`src/rtl/hrd_pkg.sv`:
```
`timescale 1ns / 1ps
`default_nettype none
package hrd_pkg;

  localparam int unsigned ByteW = 8;
  localparam int unsigned SeqW  = 16;
  localparam int unsigned MaxRes = 6;
  localparam int unsigned CntW  = $clog2(MaxRes + 1);

  localparam logic [4:0] NalSlice = 5'd1;
  localparam logic [4:0] NalIdr   = 5'd5;
  localparam logic [4:0] NalSps   = 5'd7;
  localparam logic [4:0] NalPps   = 5'd8;
  localparam logic [4:0] NalFuA   = 5'd28;
  localparam logic [4:0] NalFuB   = 5'd29;

  localparam int unsigned FuStartBit = 7;
  localparam int unsigned FuEndBit   = 6;

  localparam logic [ByteW-1:0] ScZero = 8'h00;
  localparam logic [ByteW-1:0] ScOne  = 8'h01;

  typedef enum logic [1:0] {
    ModeIdle   = 2'd0,
    ModeSingle = 2'd1,
    ModeFrag   = 2'd2,
    ModeDrop   = 2'd3
  } mode_e;

  typedef enum logic [1:0] {
    PosNone   = 2'd0,
    PosHeader = 2'd1,
    PosData   = 2'd2
  } pos_e;

  typedef struct packed {
    logic [ByteW-1:0] out_byte;
    logic             byte_present;
    logic             unit_end;
    logic             unit_broken;
  } res_t;

  typedef struct packed {
    logic [CntW-1:0]        count;
    res_t [MaxRes-1:0]      res;
  } plan_t;

  function automatic res_t mk_res(logic [ByteW-1:0] b, logic present, logic fin,
                                  logic broken);
    res_t r;
    r.out_byte     = b;
    r.byte_present = present;
    r.unit_end     = fin;
    r.unit_broken  = broken;
    return r;
  endfunction

endpackage
`default_nettype wire

```
`src/rtl/hrd_in_if.sv`:
```
`timescale 1ns / 1ps
`default_nettype none
interface hrd_in_if;
  logic                       valid;
  logic                       ready;
  logic [hrd_pkg::ByteW-1:0]  payload_byte;
  logic                       packet_first;
  logic                       packet_last;
  logic [hrd_pkg::SeqW-1:0]   sequence_number;

  modport source (
    output valid, payload_byte, packet_first, packet_last, sequence_number,
    input  ready
  );
  modport sink (
    input  valid, payload_byte, packet_first, packet_last, sequence_number,
    output ready
  );
endinterface
`default_nettype wire

```
`src/rtl/hrd_out_if.sv`:
```
`timescale 1ns / 1ps
`default_nettype none
interface hrd_out_if;
  logic                       valid;
  logic                       ready;
  logic [hrd_pkg::ByteW-1:0]  out_byte;
  logic                       byte_present;
  logic                       unit_end;
  logic                       unit_broken;

  modport source (
    output valid, out_byte, byte_present, unit_end, unit_broken,
    input  ready
  );
  modport sink (
    input  valid, out_byte, byte_present, unit_end, unit_broken,
    output ready
  );
endinterface
`default_nettype wire

```
`src/rtl/hrd_parse.sv`:
```
`timescale 1ns / 1ps
`default_nettype none
module hrd_parse (
  input  wire logic                      clk_i,
  input  wire logic                      rst_ni,
  input  wire logic                      accept_i,
  input  wire logic [hrd_pkg::ByteW-1:0] byte_i,
  input  wire logic                      first_i,
  input  wire logic                      last_i,
  input  wire logic [hrd_pkg::SeqW-1:0]  seq_i,
  output hrd_pkg::plan_t                 plan_o
);
  import hrd_pkg::*;

  logic [SeqW-1:0] prev_seq_q, prev_seq_d;
  mode_e           mode_q, mode_d;
  pos_e            pos_q, pos_d;
  logic [2:0]      ind_q, ind_d;
  logic            fes_q, fes_d;
  logic            open_q, open_d;

  logic [4:0]       nal_type;
  logic [ByteW-1:0] fu_hdr;
  logic             drop;
  logic             four;
  logic [CntW-1:0]  n;

  assign nal_type = byte_i[4:0];
  assign fu_hdr   = {ind_q, byte_i[4:0]};
  assign drop     = (seq_i < prev_seq_q) && (prev_seq_q != '0);

  always_comb begin
    prev_seq_d = prev_seq_q;
    mode_d     = mode_q;
    pos_d      = pos_q;
    ind_d      = ind_q;
    fes_d      = fes_q;
    open_d     = open_q;
    n          = '0;
    four       = 1'b0;
    plan_o     = '0;

    if (first_i) begin
      if (mode_q == ModeSingle && open_d) begin
        plan_o.res[n] = mk_res(ScZero, 1'b0, 1'b1, 1'b1);
        n = n + CntW'(1);
        open_d = 1'b0;
      end
      prev_seq_d = seq_i;
      pos_d      = PosHeader;
      fes_d      = 1'b0;
      if (drop) begin
        mode_d = ModeDrop;
      end else if (nal_type == NalFuA || nal_type == NalFuB) begin
        mode_d = ModeFrag;
        ind_d  = byte_i[7:5];
      end else begin
        mode_d = ModeSingle;
        if (open_d) begin
          plan_o.res[n] = mk_res(ScZero, 1'b0, 1'b1, 1'b1);
          n = n + CntW'(1);
        end
        four = (nal_type == NalSlice) || (nal_type == NalIdr) ||
               (nal_type == NalSps) || (nal_type == NalPps);
        if (four) begin
          plan_o.res[n] = mk_res(ScZero, 1'b1, 1'b0, 1'b0);
          n = n + CntW'(1);
        end
        plan_o.res[n] = mk_res(ScZero, 1'b1, 1'b0, 1'b0);
        n = n + CntW'(1);
        plan_o.res[n] = mk_res(ScZero, 1'b1, 1'b0, 1'b0);
        n = n + CntW'(1);
        plan_o.res[n] = mk_res(ScOne, 1'b1, 1'b0, 1'b0);
        n = n + CntW'(1);
        plan_o.res[n] = mk_res(byte_i, 1'b1, last_i, 1'b0);
        n = n + CntW'(1);
        open_d = !last_i;
      end
    end else if (mode_q == ModeSingle) begin
      plan_o.res[n] = mk_res(byte_i, 1'b1, last_i, 1'b0);
      n = n + CntW'(1);
      open_d = !last_i;
    end else if (mode_q == ModeFrag) begin
      if (pos_q == PosHeader) begin
        pos_d = PosData;
        if (byte_i[FuStartBit]) begin
          if (open_d) begin
            plan_o.res[n] = mk_res(ScZero, 1'b0, 1'b1, 1'b1);
            n = n + CntW'(1);
          end
          four = (fu_hdr[4:0] == NalSlice) || (fu_hdr[4:0] == NalSps) ||
                 (fu_hdr[4:0] == NalPps);
          if (four) begin
            plan_o.res[n] = mk_res(ScZero, 1'b1, 1'b0, 1'b0);
            n = n + CntW'(1);
          end
          plan_o.res[n] = mk_res(ScZero, 1'b1, 1'b0, 1'b0);
          n = n + CntW'(1);
          plan_o.res[n] = mk_res(ScZero, 1'b1, 1'b0, 1'b0);
          n = n + CntW'(1);
          plan_o.res[n] = mk_res(ScOne, 1'b1, 1'b0, 1'b0);
          n = n + CntW'(1);
          plan_o.res[n] = mk_res(fu_hdr, 1'b1, 1'b0, 1'b0);
          n = n + CntW'(1);
          open_d = 1'b1;
        end else if (byte_i[FuEndBit]) begin
          fes_d = 1'b1;
          if (last_i && open_d) begin
            plan_o.res[n] = mk_res(ScZero, 1'b0, 1'b1, 1'b0);
            n = n + CntW'(1);
            open_d = 1'b0;
          end
        end
      end else begin
        plan_o.res[n] = mk_res(byte_i, 1'b1, last_i && fes_q, 1'b0);
        n = n + CntW'(1);
        open_d = !(last_i && fes_q);
      end
    end

    if (last_i) begin
      mode_d = ModeIdle;
    end
    plan_o.count = n;
  end

  always_ff @(posedge clk_i or negedge rst_ni) begin
    if (!rst_ni) begin
      prev_seq_q <= '0;
      mode_q     <= ModeIdle;
      pos_q      <= PosNone;
      ind_q      <= '0;
      fes_q      <= 1'b0;
      open_q     <= 1'b0;
    end else if (accept_i) begin
      prev_seq_q <= prev_seq_d;
      mode_q     <= mode_d;
      pos_q      <= pos_d;
      ind_q      <= ind_d;
      fes_q      <= fes_d;
      open_q     <= open_d;
    end
  end

endmodule
`default_nettype wire

```
`src/rtl/hrd_emit.sv`:
```
`timescale 1ns / 1ps
`default_nettype none
module hrd_emit (
  input  wire logic           clk_i,
  input  wire logic           rst_ni,
  input  wire logic           accept_i,
  input  wire hrd_pkg::plan_t plan_i,
  output logic                in_ready_o,
  output logic                out_valid_o,
  input  wire logic           out_ready_i,
  output hrd_pkg::res_t       res_o
);
  import hrd_pkg::*;

  res_t [MaxRes-1:0] res_q;
  logic [CntW-1:0]   cnt_q, cnt_d;
  logic [CntW-1:0]   idx_q, idx_d;
  logic              take;

  assign out_valid_o = (idx_q != cnt_q);
  assign take        = out_valid_o && out_ready_i;
  assign in_ready_o  = !out_valid_o || (take && (idx_q + CntW'(1) == cnt_q));
  assign res_o       = out_valid_o ? res_q[idx_q] : '0;

  always_comb begin
    cnt_d = cnt_q;
    idx_d = idx_q;
    if (accept_i) begin
      cnt_d = plan_i.count;
      idx_d = '0;
    end else if (take) begin
      idx_d = idx_q + CntW'(1);
    end
  end

  always_ff @(posedge clk_i or negedge rst_ni) begin
    if (!rst_ni) begin
      cnt_q <= '0;
      idx_q <= '0;
    end else begin
      cnt_q <= cnt_d;
      idx_q <= idx_d;
    end
  end

  always_ff @(posedge clk_i) begin
    if (accept_i) begin
      res_q <= plan_i.res;
    end
  end

endmodule
`default_nettype wire

```
`src/rtl/h264_rtp_depacketizer_unit.sv`:
```
`timescale 1ns / 1ps
`default_nettype none
// Turns RTP payload bytes of H.264 video into an Annex B byte stream, one result per
// cycle on the output side while out_o.ready is high. A payload byte that yields at
// most one result is taken every cycle while the output is ready; a byte that opens
// a NAL unit yields up to six results (a broken mark for a unit left open, a three or
// four byte start code and the byte or rebuilt header), and the input request is
// held off until the result buffer has drained. Late packets by sequence number are
// dropped.
module h264_rtp_depacketizer_unit (
  input  wire logic clk_i,
  input  wire logic rst_ni,
  hrd_in_if.sink    in_i,
  hrd_out_if.source out_o
);
  import hrd_pkg::*;

  plan_t plan;
  res_t  res;
  logic  in_ready;
  logic  accept;

  assign accept     = in_i.valid && in_ready;
  assign in_i.ready = in_ready;

  hrd_parse u_parse (
    .clk_i    (clk_i),
    .rst_ni   (rst_ni),
    .accept_i (accept),
    .byte_i   (in_i.payload_byte),
    .first_i  (in_i.packet_first),
    .last_i   (in_i.packet_last),
    .seq_i    (in_i.sequence_number),
    .plan_o   (plan)
  );

  hrd_emit u_emit (
    .clk_i       (clk_i),
    .rst_ni      (rst_ni),
    .accept_i    (accept),
    .plan_i      (plan),
    .in_ready_o  (in_ready),
    .out_valid_o (out_o.valid),
    .out_ready_i (out_o.ready),
    .res_o       (res)
  );

  assign out_o.out_byte     = res.out_byte;
  assign out_o.byte_present = res.byte_present;
  assign out_o.unit_end     = res.unit_end;
  assign out_o.unit_broken  = res.unit_broken;

endmodule
`default_nettype wire

```
`src/flat_wrapper.sv`:
```
// flat-port wrapper written by rule: the top's interface ports become plain ports
module h264_rtp_depacketizer_unit_flat import hrd_pkg::*;
  (clk_i, rst_ni, in_i_valid, in_i_payload_byte, in_i_packet_first, in_i_packet_last, in_i_sequence_number, in_i_ready, out_o_valid, out_o_out_byte, out_o_byte_present, out_o_unit_end, out_o_unit_broken, out_o_ready);
  hrd_in_if in_i_i ();
  hrd_out_if out_o_i ();
  input  wire logic clk_i;
  input  wire logic rst_ni;
  input wire logic [$bits(in_i_i.valid)-1:0] in_i_valid;
  input wire logic [$bits(in_i_i.payload_byte)-1:0] in_i_payload_byte;
  input wire logic [$bits(in_i_i.packet_first)-1:0] in_i_packet_first;
  input wire logic [$bits(in_i_i.packet_last)-1:0] in_i_packet_last;
  input wire logic [$bits(in_i_i.sequence_number)-1:0] in_i_sequence_number;
  output wire logic [$bits(in_i_i.ready)-1:0] in_i_ready;
  output wire logic [$bits(out_o_i.valid)-1:0] out_o_valid;
  output wire logic [$bits(out_o_i.out_byte)-1:0] out_o_out_byte;
  output wire logic [$bits(out_o_i.byte_present)-1:0] out_o_byte_present;
  output wire logic [$bits(out_o_i.unit_end)-1:0] out_o_unit_end;
  output wire logic [$bits(out_o_i.unit_broken)-1:0] out_o_unit_broken;
  input wire logic [$bits(out_o_i.ready)-1:0] out_o_ready;
  assign in_i_i.valid = in_i_valid;
  assign in_i_i.payload_byte = in_i_payload_byte;
  assign in_i_i.packet_first = in_i_packet_first;
  assign in_i_i.packet_last = in_i_packet_last;
  assign in_i_i.sequence_number = in_i_sequence_number;
  assign in_i_ready = in_i_i.ready;
  assign out_o_valid = out_o_i.valid;
  assign out_o_out_byte = out_o_i.out_byte;
  assign out_o_byte_present = out_o_i.byte_present;
  assign out_o_unit_end = out_o_i.unit_end;
  assign out_o_unit_broken = out_o_i.unit_broken;
  assign out_o_i.ready = out_o_ready;
  h264_rtp_depacketizer_unit u_core (.clk_i(clk_i), .rst_ni(rst_ni), .in_i(in_i_i), .out_o(out_o_i));
endmodule
```
`config.mk`:
```
export PLATFORM = sky130hd
export DESIGN_NAME = h264_rtp_depacketizer_unit_flat
export DESIGN_NICKNAME = d
export VERILOG_FILES = /design/src/rtl/hrd_pkg.sv /design/src/rtl/hrd_in_if.sv /design/src/rtl/hrd_out_if.sv /design/src/rtl/hrd_parse.sv /design/src/rtl/hrd_emit.sv /design/src/rtl/h264_rtp_depacketizer_unit.sv /design/src/flat_wrapper.sv
export SDC_FILE = /design/constraint.sdc
export NUM_CORES = 1
export LEC_CHECK = 0
export ABC_AREA = 1
export BUFFER_PORTS_ARGS = -buffer_cell sky130_fd_sc_hd__buf_2
export CAP_MARGIN = 25
export CORE_ASPECT_RATIO = 1.25
export CORE_MARGIN = 5
export CORE_UTILIZATION = 28
export DETAILED_ROUTE_END_ITERATION = 10
export PLACE_DENSITY_LB_ADDON = 0.2
export SYNTH_ARGS = -nofsm -noshare
export SYNTH_HDL_FRONTEND = slang
export SYNTH_SLANG_ARGS = --single-unit
```
`constraint.sdc`:
```
create_clock -name clk_i -period 3.52 [get_ports clk_i]
set_clock_uncertainty 0.1 [all_clocks]
set_input_delay 0.176 -clock clk_i [delete_from_list [all_inputs] [get_ports clk_i]]
set_output_delay 0.176 -clock clk_i [all_outputs]
set_load 0.005 [all_outputs]
```
Word level (Yosys, flattened, before mapping) --
Cells that the tools add are included.
Storage, ports and cells: register bits after elaboration 97, input bits 30, output and inout port bits 13, logic and storage cells 271
Cells by class: add/sub/neg operators 12, magnitude comparators 24, eq/ne operators 15, muxes and demuxes 119, bitwise logic cells 28, reduce and logical (&&, ||, !) cells 41
Operator list (number):
- 66-bit two-way mux | 18
- 11-bit demux with 3-bit select | 11
- 60-bit inverter | 6
- 60-bit bitwise AND | 5
- 11-bit two-way mux | 22
- 55-bit two-way mux | 3
- 54-bit inverter | 3
- 66-bit bitwise mux | 2
- 54-bit bitwise AND | 2
- 3-bit two-way mux | 29
- 10-bit by 60-bit bitwise AND with 60-bit output | 1
- 9-bit by 54-bit bitwise AND with 54-bit output | 1
- 3-bit by 4-bit less-than comparator with 1-bit output, second input constant | 12
- 3-bit by 1-bit adder with 3-bit output, second input constant | 12
- 11-bit binary-select mux with 3-bit select | 1
- 3-bit by 1-bit greater-or-equal comparator with 1-bit output, second input constant | 11
- 6-bit OR | 5
- 2-bit two-way mux | 12
- 12-bit OR | 2
- 1-bit two-way mux | 21
- 1-bit logical AND | 18
- 16-bit less-than comparator | 1
- 16-bit nonzero test | 1
- 2-bit by 12-bit OR with 12-bit output | 1
- 21 further kinds | 39

Longest topological paths before layout --
word-level depth 27, mapped depth 22, gate-level depth less buffers 20

Hierarchy --
A second synthesis with hierarchy kept.
Second synthesis, totals: cell total of the unflattened synthesis 756, area, all modules 6242.2 µm²
By module, submodules not included:
- hrd_parse | times used 1, cells each 506, area an instance 3134.3 µm²
- hrd_emit | times used 1, cells each 248, area an instance 3100.5 µm²
- h264_rtp_depacketizer_unit | times used 1, cells each 2, area an instance 7.5 µm²

Worst setup path before layout --
OpenSTA, ideal clock, no wires.
path type register -> register, start point register u_core.u_parse.open_q, end point register u_core.u_emit.res_q[58] in the netlist's numbering (data pin), library setup time 0.262 ns, arrival 2.170 ns, required time 3.158 ns, setup slack 0.988 ns, stages on the path, launching flop included 18, path through dfrtp_1 inv_2 nand3_1 nand2_4 buf_6 ha_1 inv_1 nand2_1 nand2_1 nand2_1 nand2_2 inv_2 nor2_2 nand2_1 inv_2 nand2_1 nand3_1 o21ai_0
RTL lines:
- start, declared | RTL line hrd_parse.sv:20 | logic open_q, open_d;
- start signal, assigned | RTL line hrd_parse.sv:141 | open_q <= open_d;
- end signal, assigned | RTL line hrd_emit.sv:48 | res_q <= plan_i.res;
- end, declared | RTL line hrd_emit.sv:15 | res_t [MaxRes-1:0] res_q;

==> results.toml <==
[synthesis]
synth_area_mm2 = 0.006137
synthMuxAreaShare = 0
synth.ff_latch_count = 93
synth_fa_ha_area_frac = 0.04893
synth_fp_nets = 819
synth-simple-area-share = 0.2552
synth_cell_type_count = 42
yosys_warnings = 0
synth_xor_area_frac = 0.01121
synth_top_family_by_area = "simple AND/OR/NAND/NOR gates"
synth_compound_area_frac = 0.1686
syn_inst = 765
avgSynthCellArea_um2 = 8.022
ys_seq_area_frac = 0.4298

[cts]
clkSinkCount = 93
cts-root-buf = "clkbuf_16"
cts_tree = "built"
insertion_delay_ns = 0.36
postCtsHoldBufs = 16
cts_made_buffers = 9
clock_path_buffers = 2
cts_resized = 0
post_cts_buffers = 0
h-tree-depth = 3
clk_pin_slew_ns = 0.08

[placed_design]
port_buffers = 42
gp_congestion = 0.9710
hpwl_um = 13370
dp_slack_ns = 0.5483

[sta]
final.period_utilization = 0.8513
fin_tns_setup_ns = 0
period_needed_ns = 2.997
timing.final.ws_setup_ns = 0.5234
setup_viol = 0
holdWs_ns = 0.006686
timing.fmax_mhz = 333.7
worst_pin_slew_ns = 0.8218
rsz0062_at_grt = "no"
slew_viol_final = 0
finalHoldViolCount = 0
slew_headroom = 0.4522

[min_path]
holdPathEnd = "u_core.u_parse.prev_seq_q[0]"
hold_class = "input pin to register"
holdPathStages = 3
hold_path_startpoint = "in_i_sequence_number[0]"

[grt]
grt_max_degree = 63
antenna_found_initial = 1
grt_pass1_wl_um = 29230
grt-ovfl-total = 0
grt_pass1_vias = 5165
grt_usage = 0.1474

[worst_setup_path]
worst_r2r_path_depth = 16
crit_fanout = 11
start_kind = "register"
r2r_start = "u_core.u_parse.open_q"
reg2reg_slack_ns = 0.52
cp_data_required_time_ns = 3.52
critPathKind = "register to register"
crit_arrival_ns = 2.99
reg2reg_to = "u_core.u_emit.res_q[58]"
endpoint_kind = "register"

[pwr]
peakVddDrop_mv = 0.3129
swShare = 0.4443
p_int_uw = 3172
combPwrFrac = 0.500
clkPwrFrac = 0.179
power.density_mw_per_mm2 = 806.8
switchingPower_uw = 2536
pwr-share-seq = 0.321
power.leakage_uw = 0.002924
total_power_uw = 5707

[die]
chipWidth_um = 142.4
core-area_mm2 = 0.02155
start_util = 0.2848
io_pins = 43
rows = 60
die_y_um = 175.5
die_area_mm2 = 0.02500

[detailed_routing]
vias = 5367
drc = 0
drt-pass1-iter-count = 5
wire_per_inst_um = 16.73
ant_nets = 0
wirelength_um = 18250
drt_iter0_drc = 434
vias_per_cell = 4.919

[final_layout]
fillers = 2259
fin_util = 0.3283
most-common-layout-cells = "132 x nand2_1, 82 x o21ai_0, 72 x nor2_1, 72 x nand3_1, 62 x edfxtp_1"
ff_latch_area_mm2 = 0.002638
layout-drive-gt1-share = 0.1478
area_delta_synth_final_pct = 15.27
layout_commonest_cell = "nand2_1"
nNetsFinal = 861
multi_input_area_mm2 = 0.002974
n_antenna_cell = 0

[job]
cap_viol_max_count = 0

[outcome]
status = "complete, no violations"
## final cells by class
type	instances	share of cell area
clock buffer	13	0.04121
clock inverter	3	0.003184
inverter	79	0.04298
multi-input combinational	551	0.4204
sequential	93	0.3728
tap	279	0.04935
timing repair buffer	73	0.07004
## state kept, by name (all words and copies together), names as in the netlist, 2 cells and up
register,cells
u_core.u_emit.idx_q,3
u_core.u_parse.ind_q,3
u_core.u_emit.res_q,62
u_core.u_parse.mode_q,2
u_core.u_parse.prev_seq_q,16
u_core.u_emit.cnt_q,3
u_core.u_parse.pos_q,2
## cells by family after synthesis
group / count (synthesis)
AO/OA/AOI/OAI: 176
XOR/XNOR: 7
adder cells (fa/ha/maj): 24
buffers and inverters: 121
flip-flops: 93
other: 1
AND/OR/NAND/NOR: 343
## how the worst max path moves through the flow
stage / start / endpoint
global placement: u_core.u_parse.open_q / u_core.u_emit.res_q[61]
CTS: u_core.u_parse.open_q / u_core.u_emit.res_q[58]
floorplan: u_core.u_parse.open_q / u_core.u_emit.res_q[58]
detailed placement: u_core.u_parse.open_q / u_core.u_emit.res_q[58]
global route: u_core.u_parse.open_q / u_core.u_emit.res_q[61]
finish: u_core.u_parse.open_q / u_core.u_emit.res_q[58]
## per-stage QoR
| stage | cell area (um^2) | std cells |
|---|---|---|
| 2_1_floorplan | 6137 | 765 |
| 5_1_grt | 7074 | 1091 |
| 3_5_place_dp | 6600 | 1059 |
| 4_1_cts | 7074 | 1091 |
| 6_report | 7074 | 1091 |
| 3_3_place_gp | 6600 | 1059 |
## per-layer routing
metal,track usage,vias to the layer above,share of wire
met1,0.1999,2489,0.46
met5,0,-,0.00038
met3,0.02151,31,0.040
li1,-,2721,-
met2,0.2396,124,0.47
met4,0.05190,2,0.025
## power by group through the flow
stage	Combinational [uW]	Clock (uW)	Sequential [uW]
after floorplan	2010	0	1800
after global placement	2870	0	1850
after detailed placement	2870	0	1850
after CTS	2890	1050	1830
after global routing	3220	1090	1880
final	2850	1020	1830
## synth_stat cells (all sizes together)
master | instances | area (um^2)
a31oi | 1 | 6.260
nand4 | 9 | 68.81
edfxtp | 62 | 1862
xor2 | 3 | 33.79
a211o | 1 | 8.760
o22ai | 8 | 50.05
buf | 23 | 150.1
nor2 | 77 | 311.5
inv | 75 | 289.0
a21oi | 27 | 135.1
a22oi | 1 | 7.510
o41ai | 10 | 87.58
a21boi | 1 | 11.26
o32ai | 10 | 87.58
clkbuf | 19 | 71.32
xnor2 | 4 | 35.03
or2 | 2 | 12.51
nand2 | 148 | 615.6
dfrtp | 31 | 775.7
o21ai | 95 | 475.5
o31ai | 9 | 67.56
nand3 | 72 | 360.4
o211ai | 1 | 7.510
conb | 1 | 3.750
ha | 24 | 300.3
nor3 | 33 | 185.2
o21a | 12 | 90.09
clkinv | 4 | 15.01
nor4 | 2 | 12.51
## critical path, cell delays in order, from the launching register on
cell     delay [ns]
dfrtp_1        0.58
inv_2          0.18
nand3_1        0.20
nand2_4        0.13
ha_1           0.25
inv_1          0.07
nand2_1        0.05
nand2_1        0.13
nand2_1        0.08
nand2_2        0.12
inv_2          0.04
nor2_2         0.14
nand2_1        0.23
inv_2          0.20
nand2_1        0.07
nand3_1        0.07
o21ai_0        0.08
(Power assumes the default switching activity.)
